[src/psa_pkg.sv]
// ----------------------------------------------------------------------------
// Position source arbiter package
// Shared widths, source codes, register indexes and types.
// ----------------------------------------------------------------------------
package psa_pkg;

    localparam int TIME_W      = 32;
    localparam int SRC_W       = 2;
    localparam int NUM_SRC     = 3;
    localparam int IN_TDATA_W  = 40;
    localparam int OUT_TDATA_W = 104;
    localparam int CFG_IDX_W   = 1;

    localparam logic [SRC_W-1:0] SRC_NONE     = 2'd0;
    localparam logic [SRC_W-1:0] SRC_RECEIVER = 2'd1;
    localparam logic [SRC_W-1:0] SRC_PHONE    = 2'd2;
    localparam logic [SRC_W-1:0] SRC_SIM      = 2'd3;

    localparam logic [1:0] SLOT_RECEIVER = 2'd0;
    localparam logic [1:0] SLOT_PHONE    = 2'd1;
    localparam logic [1:0] SLOT_SIM      = 2'd2;

    localparam logic KIND_FEED = 1'b0;
    localparam logic KIND_PICK = 1'b1;

    localparam logic [CFG_IDX_W-1:0] REG_SIM_HOLD      = 1'd0;
    localparam logic [CFG_IDX_W-1:0] REG_RECEIVER_HOLD = 1'd1;

    localparam logic [TIME_W-1:0] AGE_NEVER = {TIME_W{1'b1}};
    localparam logic [TIME_W-1:0] HOLD_RESET = 32'd3000;

    typedef logic [NUM_SRC-1:0][TIME_W-1:0] time_arr_t;

    typedef struct packed {
        logic sim;
        logic phone;
        logic receiver;
    } src_marks_t;

    typedef struct packed {
        logic [TIME_W-1:0] sim_age;
        logic [TIME_W-1:0] phone_age;
        logic [TIME_W-1:0] receiver_age;
        logic [SRC_W-1:0]  chosen;
    } pick_result_t;

endpackage

[src/psa_pick.sv]
// ----------------------------------------------------------------------------
// Position source pick logic
// Computes source ages, the chosen source and the consumed fresh marks.
// ----------------------------------------------------------------------------
module psa_pick (
    input  logic [psa_pkg::TIME_W-1:0] now_ms,
    input  logic                       receiver_has_fix,
    input  psa_pkg::time_arr_t         last_seen,
    input  psa_pkg::src_marks_t        fresh,
    input  psa_pkg::src_marks_t        started,
    input  logic [psa_pkg::TIME_W-1:0] sim_hold_ms,
    input  logic [psa_pkg::TIME_W-1:0] receiver_hold_ms,
    output psa_pkg::pick_result_t      result,
    output psa_pkg::src_marks_t        fresh_next
);
    import psa_pkg::*;

    logic [TIME_W-1:0] rcv_age;
    logic [TIME_W-1:0] ph_age;
    logic [TIME_W-1:0] sm_age;
    logic              sim_blocks;
    logic              rcv_blocks;

    assign rcv_age = started.receiver ? now_ms - last_seen[SLOT_RECEIVER] : AGE_NEVER;
    assign ph_age  = started.phone    ? now_ms - last_seen[SLOT_PHONE]    : AGE_NEVER;
    assign sm_age  = started.sim      ? now_ms - last_seen[SLOT_SIM]      : AGE_NEVER;

    assign sim_blocks = sm_age < sim_hold_ms;
    assign rcv_blocks = rcv_age < receiver_hold_ms;

    always_comb
    begin
        result.receiver_age = rcv_age;
        result.phone_age    = ph_age;
        result.sim_age      = sm_age;
        result.chosen       = SRC_NONE;
        fresh_next          = fresh;
        if (fresh.sim)
        begin
            fresh_next.sim = 1'b0;
            result.chosen  = SRC_SIM;
        end
        else if (sim_blocks)
        begin
            fresh_next.receiver = 1'b0;
            fresh_next.phone    = 1'b0;
        end
        else if (fresh.receiver)
        begin
            fresh_next.receiver = 1'b0;
            result.chosen       = SRC_RECEIVER;
        end
        else if (rcv_blocks)
        begin
            fresh_next.phone = 1'b0;
        end
        else if (fresh.phone)
        begin
            fresh_next.phone = 1'b0;
            result.chosen    = receiver_has_fix ? SRC_NONE : SRC_PHONE;
        end
    end

endmodule

[src/position_source_arbiter_core.sv]
// ----------------------------------------------------------------------------
// Position source arbiter core
// A pick beat is taken into the input register; its result is then presented from the result register.
// Throughput: one input beat per cycle, feeds and picks alike, unless a pick waits on an unaccepted result.
// The input register and the result register are the two stages.
// Reset clears the source marks, arrival times and handshake state, and
// loads both hold registers with 3000 ms.
// ----------------------------------------------------------------------------
module position_source_arbiter_core (
    input  logic                            clk,
    input  logic                            rst_n,
    input  logic                            cfg_we,
    input  logic [psa_pkg::CFG_IDX_W-1:0]   cfg_index,
    input  logic [psa_pkg::TIME_W-1:0]      cfg_data,
    input  logic                            s_axis_tvalid,
    output logic                            s_axis_tready,
    // source [1:0], now_ms [33:2], receiver_has_fix [34], zero fill above
    input  logic [psa_pkg::IN_TDATA_W-1:0]  s_axis_tdata,
    // kind [0]
    input  logic                            s_axis_tuser,
    output logic                            m_axis_tvalid,
    input  logic                            m_axis_tready,
    // chosen [1:0], receiver_age [33:2], phone_age [65:34], sim_age [97:66],
    // zero fill above
    output logic [psa_pkg::OUT_TDATA_W-1:0] m_axis_tdata
);
    import psa_pkg::*;

    logic              in_valid_reg;
    logic              in_kind_reg;
    logic [SRC_W-1:0]  in_source_reg;
    logic [TIME_W-1:0] in_now_reg;
    logic              in_fix_reg;

    logic [TIME_W-1:0] sim_hold_reg;
    logic [TIME_W-1:0] receiver_hold_reg;
    time_arr_t         last_seen_reg;
    src_marks_t        fresh_reg;
    src_marks_t        started_reg;
    src_marks_t        fresh_next;

    logic              out_valid_reg;
    pick_result_t      out_result_reg;
    pick_result_t      pick_result;
    src_marks_t        pick_fresh;

    logic              advance;
    logic              in_fire;
    logic              feed_fire;
    logic              pick_fire;
    logic [1:0]        feed_slot;

    assign advance   = in_valid_reg
                       && (in_kind_reg == KIND_FEED || !out_valid_reg || m_axis_tready);
    assign s_axis_tready = !in_valid_reg || advance;
    assign in_fire   = s_axis_tvalid && s_axis_tready;
    assign feed_fire = advance && in_kind_reg == KIND_FEED && in_source_reg != SRC_NONE;
    assign pick_fire = advance && in_kind_reg == KIND_PICK;
    assign feed_slot = in_source_reg - 2'd1;

    psa_pick u_pick (
        .now_ms           (in_now_reg),
        .receiver_has_fix (in_fix_reg),
        .last_seen        (last_seen_reg),
        .fresh            (fresh_reg),
        .started          (started_reg),
        .sim_hold_ms      (sim_hold_reg),
        .receiver_hold_ms (receiver_hold_reg),
        .result           (pick_result),
        .fresh_next       (pick_fresh)
    );

    always_comb
    begin
        fresh_next = fresh_reg;
        if (pick_fire)
        begin
            fresh_next = pick_fresh;
        end
        else if (feed_fire)
        begin
            case (in_source_reg)
                SRC_RECEIVER: fresh_next.receiver = 1'b1;
                SRC_PHONE:    fresh_next.phone    = 1'b1;
                SRC_SIM:      fresh_next.sim      = 1'b1;
                default:      fresh_next          = fresh_reg;
            endcase
        end
    end

    always_ff @(posedge clk or negedge rst_n)
    begin
        if (!rst_n)
        begin
            sim_hold_reg      <= HOLD_RESET;
            receiver_hold_reg <= HOLD_RESET;
        end
        else if (cfg_we)
        begin
            case (cfg_index)
                REG_SIM_HOLD:      sim_hold_reg      <= cfg_data;
                REG_RECEIVER_HOLD: receiver_hold_reg <= cfg_data;
                default:           sim_hold_reg      <= sim_hold_reg;
            endcase
        end
    end

    always_ff @(posedge clk or negedge rst_n)
    begin
        if (!rst_n)
        begin
            in_valid_reg <= 1'b0;
        end
        else if (s_axis_tready)
        begin
            in_valid_reg <= s_axis_tvalid;
        end
    end

    always_ff @(posedge clk)
    begin
        if (in_fire)
        begin
            in_kind_reg   <= s_axis_tuser;
            in_source_reg <= s_axis_tdata[1:0];
            in_now_reg    <= s_axis_tdata[33:2];
            in_fix_reg    <= s_axis_tdata[34];
        end
    end

    always_ff @(posedge clk or negedge rst_n)
    begin
        if (!rst_n)
        begin
            last_seen_reg <= '0;
            fresh_reg     <= '0;
            started_reg   <= '0;
        end
        else
        begin
            fresh_reg <= fresh_next;
            if (feed_fire)
            begin
                last_seen_reg[feed_slot] <= in_now_reg;
                case (in_source_reg)
                    SRC_RECEIVER: started_reg.receiver <= 1'b1;
                    SRC_PHONE:    started_reg.phone    <= 1'b1;
                    SRC_SIM:      started_reg.sim      <= 1'b1;
                    default:      started_reg          <= started_reg;
                endcase
            end
        end
    end

    always_ff @(posedge clk or negedge rst_n)
    begin
        if (!rst_n)
        begin
            out_valid_reg <= 1'b0;
        end
        else if (pick_fire)
        begin
            out_valid_reg <= 1'b1;
        end
        else if (m_axis_tready)
        begin
            out_valid_reg <= 1'b0;
        end
    end

    always_ff @(posedge clk)
    begin
        if (pick_fire)
        begin
            out_result_reg <= pick_result;
        end
    end

    assign m_axis_tvalid = out_valid_reg;
    assign m_axis_tdata  = {{(OUT_TDATA_W - $bits(pick_result_t)){1'b0}}, out_result_reg};

    a_sim_win_consumes: assert property (@(posedge clk) disable iff (!rst_n)
        (pick_fire && pick_result.chosen == SRC_SIM) |=> !fresh_reg.sim)
        else $error("simulated fresh mark survived a simulated win");

    a_ready_when_empty: assert property (@(posedge clk) disable iff (!rst_n)
        !in_valid_reg |-> s_axis_tready)
        else $error("input stalled with an empty input register");

    a_result_from_pick: assert property (@(posedge clk) disable iff (!rst_n)
        $rose(m_axis_tvalid) |-> $past(pick_fire))
        else $error("result beat raised without a pick");

    a_feed_starts_source: assert property (@(posedge clk) disable iff (!rst_n)
        (feed_fire && in_source_reg == SRC_RECEIVER) |=> started_reg.receiver)
        else $error("receiver feed did not start the receiver");

endmodule
[config.mk]
export PLATFORM = sky130hd
export DESIGN_NAME = position_source_arbiter_core
export DESIGN_NICKNAME = d
export VERILOG_FILES = /design/src/psa_pkg.sv /design/src/psa_pick.sv /design/src/position_source_arbiter_core.sv
export SDC_FILE = /design/constraint.sdc
export NUM_CORES = 1
export LEC_CHECK = 0
export BUFFER_PORTS_ARGS = -buffer_cell sky130_fd_sc_hd__clkbuf_2
export CELL_PAD_IN_SITES_DETAIL_PLACEMENT = 0
export CELL_PAD_IN_SITES_GLOBAL_PLACEMENT = 1
export CORE_MARGIN = 10
export CORE_UTILIZATION = 52
export DETAILED_ROUTE_END_ITERATION = 7
export GPL_TIMING_DRIVEN = 1
export HOLD_SLACK_MARGIN = 0.12
export PLACE_DENSITY = 0.94
export SYNTH_ARGS = -nofsm -noshare
export SYNTH_HDL_FRONTEND = slang
export SYNTH_HIERARCHICAL = 1
export SYNTH_SLANG_ARGS = --single-unit
[constraint.sdc]
create_clock -name clk -period 12.2 [get_ports clk]
set_input_delay 1.83 -clock clk [delete_from_list [all_inputs] [get_ports clk]]
set_output_delay 1.83 -clock clk [all_outputs]
set_load 0.02 [all_outputs]
### Word level (Yosys, flattened, before mapping)

Cells that the tools add are included.
Widths: inputs -> output; s select.

| operators by class | value |
|---|---|
| bitwise operators | 2 |
| multiplexer cells | 20 |
| $lt $le $gt $ge | 4 |
| equal/unequal tests | 5 |
| $add $sub $neg | 4 |
| reductions and logical operators | 25 |

Operator list:

| kind | number |
|---|---|
| $bwmux 96 | 1 |
| $mux 32 | 3 |
| $sub 32x32->32 | 3 |
| $demux 32 s2 | 1 |
| $lt 32x32->1 | 2 |
| $mux 2 | 7 |
| $reduce_and 2->1 | 6 |
| $reduce_bool 2->1 | 6 |
| $logic_and 1x1->1 | 6 |
| $mux 1 | 6 |
| $mux 3 | 2 |
| $eq 2x2->1 const B | 2 |
| $reduce_and 4->1 | 1 |
| $logic_or 1x1->1 | 3 |
| $lt 2x3->1 const B | 1 |
| $ne 3x2->1 const B | 1 |
| $reduce_and 3->1 | 1 |
| $eq 2x1->1 const B | 1 |
| $ge 2x1->1 const B | 1 |
| $logic_not 1->1 | 2 |
| $ne 2x2->1 const B | 1 |
| $not 1->1 | 2 |
| $sub 2x1->2 const B | 1 |

| word-level totals | value |
|---|---|
| logic and storage cells | 81 |
| register bits | 302 |
| bits of input ports | 79 |
| output and inout bits | 106 |

### Longest topological paths before layout

Gate-level depths: netlist (run 1).

| depth | value |
|---|---|
| word-level depth | 8 |
| depth in mapped cells | 21 |
| mapped depth without buffers | 21 |

### Cells and area by module

The synthesis (run 1) kept the hierarchy.

Modules (own cells, without submodules):

| module | seq. area each (sq um) | instances | cells an instance | area an instance (sq um) |
|---|---|---|---|---|
| position_source_arbiter_core | 8,245.4 | 1 | 508 | 10,675.2 |
| psa_pick | 0.0 | 1 | 1,141 | 7,500.9 |

### Worst setup path after synthesis (run 1)

OpenSTA, ideal clock, no wires.

| timing path | value |
|---|---|
| path type | input -> register |
| start | in m_axis_tready |
| end | reg fresh_reg[0] in the netlist's numbering |
| stages | 3 |
| data arrival time | 6,638 ps |
| library setup time | 83 ps |
| slack | 5,479 ps |
| data required time | 12,117 ps |
| path buffers | 0 |
| cell sequence | nor2b_1 nor2_1 a21bo_2 |

| on the way | value |
|---|---|
| elaborated cells on any way between the ends | 10 |
| classes of those cells | eq/ne (1); mux (1); reduce/logical (8) |

RTL lines:

| what | RTL line | RTL |
|---|---|---|
| start: declaration | position_source_arbiter_core.sv:22 | `input logic m_axis_tready,` |
| $logic_or 1x1->1 * | position_source_arbiter_core.sv:54 | `&& (in_kind_reg == KIND_FEED \|\| !out_valid_reg \|\| m_axis_tready);` |
| $logic_and 1x1->1 * | position_source_arbiter_core.sv:54 |  |
| $logic_and 1x1->1 * | position_source_arbiter_core.sv:58 | `assign pick_fire = advance && in_kind_reg == KIND_PICK;` |
| named net pick_fire | position_source_arbiter_core.sv:50 | `logic pick_fire;` |
| $ne 2x2->1 (no source line) or $reduce_bool 2->1 (tied branches) | - |  |
| $reduce_and 3->1 (no source line) | - |  |
| end signal: assignment | position_source_arbiter_core.sv:141 | `fresh_reg <= fresh_next;` |
| end: declaration | position_source_arbiter_core.sv:38 | `src_marks_t fresh_reg;` |

Mark *: on every way through the listed nets, which the timed path passes. The rest lies on a longest branch.
A chain may end at the register's enable or synchronous reset.

==> results of run 1 <==
==> routing by layer <==
layer / vias up / GRT usage
met2: 311 / 0.3187
li1: 6250 / -
met1: 6162 / 0.2845
met3: 56 / 0.03402
met4: 0 / 0.05019
met5: - / 0
==> power breakdown <==
group	leakage, nW	internal, mW	switching [mW]
sequential	3.22	1.30	0.0996
combinational	5.86	0.694	0.935
clock	0.578	0.651	0.425
total	9.66	2.64	1.46
==> layout by cell type, fill, tap and decap left out, types with 6 or more instances in the layout <==
cell type  instances
clkbuf_2         172
a31oi_1           12
xnor2_1           23
clkbuf_1           7
edfxtp_1         134
conb_1             7
nor3b_1            6
mux2_4            58
a21oi_1           92
nor2b_1           16
nand4_1           16
o211ai_1           8
nand2_1          123
o21a_1            24
or2_2              6
o21ai_0           89
nor2_1            44
a21boi_0          11
xor2_1            17
o31ai_1            9
dfrtp_1          154
a21o_1            76
a311oi_1           6
nand2b_1          35
clkbuf_16         36
inv_1            186
o21bai_1           7
dfstp_2           14
and3_1            11
nor3_1            22
a211oi_1          18
buf_4              9
ha_1             155
mux2_2           113
nand3_1           24
and4_1             6
==> stage by stage <==
step | worst slack, ns | instances | util | hold WS [ns]
global placement | 6.592 | 2237 | 0.5603 | 0.4701
finish | 6.435 | 2301 | 0.5948 | 0.4893
detailed placement | 6.533 | 2237 | 0.5603 | 0.4773
floorplan | 5.479 | 1654 | - | 0.4581
global route | 6.051 | 2301 | 0.5948 | 0.5153
CTS | 6.516 | 2301 | 0.5948 | 0.4903
==> synth_stat cells (7+ instances only) <==
cell type and count:
nor2_1 45, nand2b_1 35, dfstp_2 14, dfrtp_1 154, xnor2_1 23, edfxtp_1 134, nand4_1 16, o21ai_0 89
xor2_1 17, nand2_1 123, and3_1 11, o31ai_1 9, nand3_1 24, a211oi_1 18, mux2_4 58, a21boi_0 11
a31oi_1 12, buf_4 10, o21bai_1 7, a21o_1 76, nor2b_1 17, ha_1 155, nor3_1 22, clkbuf_1 27
o211ai_1 8, a21oi_1 92, inv_1 186, mux2_2 113, o21a_1 24
==> cell families (layout without fill, tap and decap cells) <==
kind of cell,Yosys count,after routing,synth area share
compound gates,394,394,0.1434
simple gates,337,337,0.09403
flops,302,302,0.4536
buf+inv,240,432,0.05831
mux,176,176,0.1209
fa+ha+maj,158,158,0.1100
xor+xnor,40,40,0.01927
other cells,2,7,0.0004132
==> how the worst min path moves through the flow <==
stage / cells past startpoint / slack (ns) / to
final: 1 / 0.49 / sim_hold_reg[27]$_DFFE_PN0P_
after global routing: 1 / 0.52 / sim_hold_reg[31]$_DFFE_PN0P_
after CTS: 1 / 0.49 / sim_hold_reg[27]$_DFFE_PN0P_
after detailed placement: 1 / 0.48 / sim_hold_reg[27]$_DFFE_PN0P_
after global placement: 1 / 0.47 / sim_hold_reg[27]$_DFFE_PN0P_
after floorplan: 1 / 0.46 / sim_hold_reg[27]$_DFFE_PN0P_
==> cell type report <==
class	instances	area share
timing repair buffer	182	0.04574
inverter	186	0.03398
multi-input combinational	1112	0.4333
tap	455	0.02771
sequential	302	0.4013
clock inverter	18	0.01084
clock buffer	46	0.04714
==> impl_metrics.tcl, run 1 <==
set metrics [dict create \
    fillCellCount 2919 \
    cts_setup_buffers 0 \
    grt_start_max_net_pins 102 \
    wl_met1_um 20990 \
    drive_gt1_frac 0.2443 \
    status "finished clean" \
    ys.flop_type "dfrtp_1" \
    endpoint "fresh_reg[1]$_DFFE_PN0P_" \
    detail-route-antenna-nets 0 \
    fmax_mhz 173.5 \
    nets 2056 \
    rows 68 \
    top_layer_used "met4" \
    drc 0 \
    synth-async-reset-ratio 0.5563 \
    synth_top_area_frac 0.2214 \
    port-buffer-count 173 \
    die_w_um 207.0 \
    hpwl_um 32890 \
    chipHeight_um 207.0 \
    dr.pass1.iters 5 \
    r2r-start "in_now_reg[1]$_DFFE_PP_" \
    vias 12780 \
    crit_cells 19 \
    ir_drop_mv 0.1137 \
    numCtsBuffers 35 \
    min_path_type "flop to flop" \
    syn_area_sq_mm 0.01818 \
    antenna_found_initial 0 \
    maxCapViolations 0 \
    multi_input_area_sq_mm 0.008901 \
    grt.overflow.total 0 \
    worst_pin_slew_ns 0.9626 \
    htree_levels 2 \
    cp.required_ns 12.60 \
    grt_pass1_vias 13090 \
    period_minus_slack_ns 5.765 \
    power_leakage_nw 9.659 \
    syn_inst 1649 \
    grt_pass1_wl_um 69590 \
    antenna_cells 0 \
    crit_chain "inv_1 -> fa_1 -> nand2b_1 -> a21o_1 -> a21oi_1 -> o21a_1 -> o21ai_2 -> o311ai_4 -> nor2_1 -> nor4_1 -> ha_1 -> a211oi_1 -> o21ai_0 -> a211oi_1 -> a21boi_0 -> o211a_1 -> o21ai_0 -> and2_1 -> a21bo_2" \
    cts_sinks 302 \
    fin_skew_ns 0.01305 \
    place.gp.congestion 0.8781 \
    hold_start "sim_hold_reg[27]$_DFFE_PN0P_" \
    finalCritPeriodShare 0.4725 \
    path_max_fanout 8 \
    worstPathArrival_ns 6.16 \
    clk_latency_ns 0.52 \
    stdcell_area_sq_mm 0.02054 \
    ys_ff_latch 302 \
    met2WireLength_um 19400 \
    critical_path.top_delay_family "compound AO/OA/AOI/OAI gates" \
    yosysTopAreaCell "edfxtp_1" \
    met3WireLength_um 2309 \
    cpPeakStageDelay_ns 0.60 \
    yosysWarningCount 6 \
    io_pins 185 \
    rsz0062_at_grt "no" \
    drt_wl_total_um 43530 \
    die_area_sq_mm 0.04283 \
    core_sq_mm 0.03454 \
    cp-startpoint "in_now_reg[1]$_DFFE_PP_" \
    final.setup.tns_ns 0 \
    startpoint_type "flop" \
    setup_viol 0 \
    p_per_area_mw_per_mm2 199.7 \
    area_delta_synth_final_pct 13.03 \
    ff_latch_area_sq_mm 0.008245 \
    cts_resized 0 \
    r2r_slack_ns 6.44 \
    cp_slowest_cell "nor4_1" \
    place_area_sq_mm 0.01935 \
    synth_area_leaders "edfxtp_1, dfrtp_1, ha_1, mux2_2, mux2_4" \
    crit_type "flop to flop" \
    routed_via_density 5.554 \
    fin_total_pwr_mw 4.103 \
    start_util 0.5262 \
    clk_path_buf_depth 3 \
    synth-edff-count 134 \
    post_drt_wl_per_cell_um 18.92 \
    tritoncts "done" \
    hold_buffers 0 \
    cp-end-kind "flop" \
    ys_seq_area_frac 0.4536 \
    r2r_cells 19 \
    largest_reg_flops 98 \
    hold_violations 0 \
    crit_buf_inv 1 \
    grt_usage 0.2021 \
    synth.avg_cell_area_sq_um 11.02 \
    relSlewSlack 0.3583 \
    yosys.cell_types.count 79 \
    r2r_end "fresh_reg[1]$_DFFE_PN0P_" \
    drt-initial-drc-count 725 \
    slew_violations 0 \
    cts_root_buffer "clkbuf_16" \
    clkTransAtPathRegs_ns 0.06 \
]
(Power assumes the default switching activity.)
==> run 2, diff against run 1 <==
Settings changed: ABC_AREA set to 1, CORE_UTILIZATION 52 to 45, PLACE_DENSITY 0.94 to 0.88.
Clock period 12.2 ns to 5.4 ns, I/O delays scaled along.
==> impl_metrics.tcl, run 2 <==
set metrics [dict create \
    synthTopCellsByCount "nand2_1, inv_1, nand3_1" \
    place.gp.congestion 0.9395 \
    numCtsBuffers 35 \
    yosysWarningCount 6 \
    fin_skew_ns 0.01867 \
    critPathMostFrequentCell "nand2_1" \
    synth.avg_cell_area_sq_um 8.148 \
    worstPathArrival_ns 4.44 \
    rsz0062_at_grt "no" \
    rows 74 \
    synth_area_leaders "edfxtp_1, dfrtp_1, nand2_1, ha_1, inv_1" \
    cp-end-kind "flop" \
    ys_ff_latch 302 \
    synth_top_area_frac 0.2160 \
    muxShareOfSynthArea 0 \
    antenna_cells 0 \
    grt_start_max_net_pins 84 \
    antenna_found_initial 0 \
    p_per_area_mw_per_mm2 425.7 \
    multi_input_area_sq_mm 0.008621 \
    io_pins 185 \
    area_delta_synth_final_pct 13.44 \
    layout_common_cells "nand2_1, inv_1, clkbuf_2" \
    clkTransAtPathRegs_ns 0.06 \
    syn_area_sq_mm 0.01863 \
    synth.most_common_cell "nand2_1" \
    yosysTopAreaCell "edfxtp_1" \
    synth_adder_area_share 0.1073 \
    clk_latency_ns 0.56 \
    cp-startpoint "in_now_reg[16]$_DFFE_PP_" \
    core_sq_mm 0.04092 \
    largest_reg_flops 98 \
    yosys.cell_types.count 50 \
    hold_violations 0 \
    cts_resized 0 \
    drt-initial-drc-count 1162 \
    htree_levels 2 \
    synth-xor-area-share 0.002351 \
    dr.pass1.iters 5 \
    grt_usage 0.2232 \
    setup_viol 0 \
    port-buffer-count 173 \
    synth-edff-count 134 \
    nets 2699 \
    fin_total_pwr_mw 8.993 \
    drc 0 \
    ir_drop_mv 0.2296 \
    path_max_fanout 5 \
    ys_seq_area_frac 0.4427 \
    relSlewSlack 0.2092 \
    startpoint_type "flop" \
    worst_pin_slew_ns 1.186 \
    cpPeakStageDelay_ns 0.56 \
    grt_pass1_wl_um 88060 \
    routed_via_density 5.270 \
    syn_inst 2286 \
    r2r_slack_ns 1.44 \
    finalCritPeriodShare 0.7340 \
    layout_commonest_cell "nand2_1" \
    slew_violations 0 \
    cts_root_buffer "clkbuf_16" \
    crit_type "flop to flop" \
    ff_latch_area_sq_mm 0.008245 \
    maxCapViolations 0 \
    period_minus_slack_ns 3.964 \
    drt_wl_total_um 56640 \
    status "finished clean" \
    grt_pass1_vias 15700 \
    synth_compound_area_frac 0.1385 \
    cp.required_ns 5.88 \
    fillCellCount 3960 \
    min_path_type "input pin to async pin" \
    die_w_um 223.4 \
    final.setup.tns_ns 0 \
    cts_sinks 302 \
    cts_setup_buffers 0 \
    cp_slowest_cell "edfxtp_1" \
    post-place-cells 2957 \
    endpoint "fresh_reg[1]$_DFFE_PN0P_" \
    synthSimpleGateAreaFrac 0.2123 \
    hold_buffers 0 \
    drive_gt1_frac 0.1338 \
    synth-async-reset-ratio 0.5563 \
    grt.overflow.total 0 \
    tritoncts "done" \
    ys.flop_type "dfrtp_1" \
    clk_path_buf_depth 3 \
    start_util 0.4551 \
    r2r-start "in_now_reg[16]$_DFFE_PP_" \
    r2r_end "fresh_reg[1]$_DFFE_PN0P_" \
    r2r_cells 19 \
    fmax_mhz 252.3 \
    die_area_sq_mm 0.04993 \
    post_drt_wl_per_cell_um 18.75 \
    synth_top_family_by_area "simple AND/OR/NAND/NOR gates" \
    chipHeight_um 223.4 \
    detail-route-antenna-nets 0 \
    fin_cells 3021 \
    vias 15920 \
    crit_chain "ha_1 -> nand2_1 -> nor2_1 -> inv_1 -> nor3_1 -> nand4_1 -> nand3_1 -> nand3_1 -> ha_1 -> nand2_1 -> nor4_1 -> inv_1 -> nor2_1 -> nand2_1 -> nand2_1 -> nand3_1 -> nand2_1 -> nor2_1 -> nor2_1" \
    power_leakage_nw 10.38 \
    hpwl_um 45640 \
]
run 2: per-layer routing:
metal	wire length, um	GRT usage
met1	25650	0.2971
met3	3352	0.04132
met4	1710	0.07825
met5	0	0
met2	25930	0.3568
run 2: worst min path at each step:
| stage | from | end | slack, ns |
|---|---|---|---|
| after global routing | rst_n | receiver_hold_reg[15]$_DFFE_PN0P_ | 0.37 |
| final | rst_n | receiver_hold_reg[15]$_DFFE_PN0P_ | 0.32 |
| after detailed placement | sim_hold_reg[22]$_DFFE_PN0P_ | sim_hold_reg[22]$_DFFE_PN0P_ | 0.47 |
| after floorplan | last_seen_reg[2]$_DFFE_PN0P_ | last_seen_reg[2]$_DFFE_PN0P_ | 0.45 |
| after global placement | last_seen_reg[13]$_DFFE_PN0P_ | last_seen_reg[13]$_DFFE_PN0P_ | 0.47 |
| after CTS | rst_n | receiver_hold_reg[15]$_DFFE_PN0P_ | 0.32 |
run 2: per-stage QoR:
| step | util | setup WS, ns | instance area (sq um) | hold slack (ns) |
|---|---|---|---|---|
| floorplan | - | 1.985 | 18640 | 0.4530 |
| global placement | 0.4869 | 1.540 | 19930 | 0.4669 |
| detailed placement | 0.4869 | 1.494 | 19930 | 0.4725 |
| CTS | 0.5163 | 1.462 | 21130 | 0.3230 |
| global route | 0.5163 | 1.082 | 21130 | 0.3670 |
| finish | 0.5163 | 1.436 | 21130 | 0.3200 |
run 2: cell families (layout without fill, tap and decap cells):
group	after synthesis	in the layout
other	2	7
adders and majority gates	158	158
AOI/OAI and AO/OA	453	453
and+or+nand+nor	931	931
xor gates and xnor gates	5	5
buffers and inverters	435	633
DFF	302	302
run 2: cell type report:
type / instances / area share
clock buffer: 48 / 0.04821
clock inverter: 16 / 0.008646
inverter: 387 / 0.06887
multi-input combinational: 1554 / 0.4080
sequential: 302 / 0.3903
tap: 532 / 0.03151
timing repair buffer: 182 / 0.04447
run 2: critical path, delay by kind of cell, from the launching register on:
kind,cells,cell delay [ns]
adders and majority gates,2,0.86
buffers and inverters,2,0.17
DFF,1,0.56
and+or+nand+nor,15,2.28
run 2: report_power, final:
group | switching (mW) | internal, mW
clock network | 0.995 | 1.48
logic | 2.30 | 1.15
registers | 0.209 | 2.86
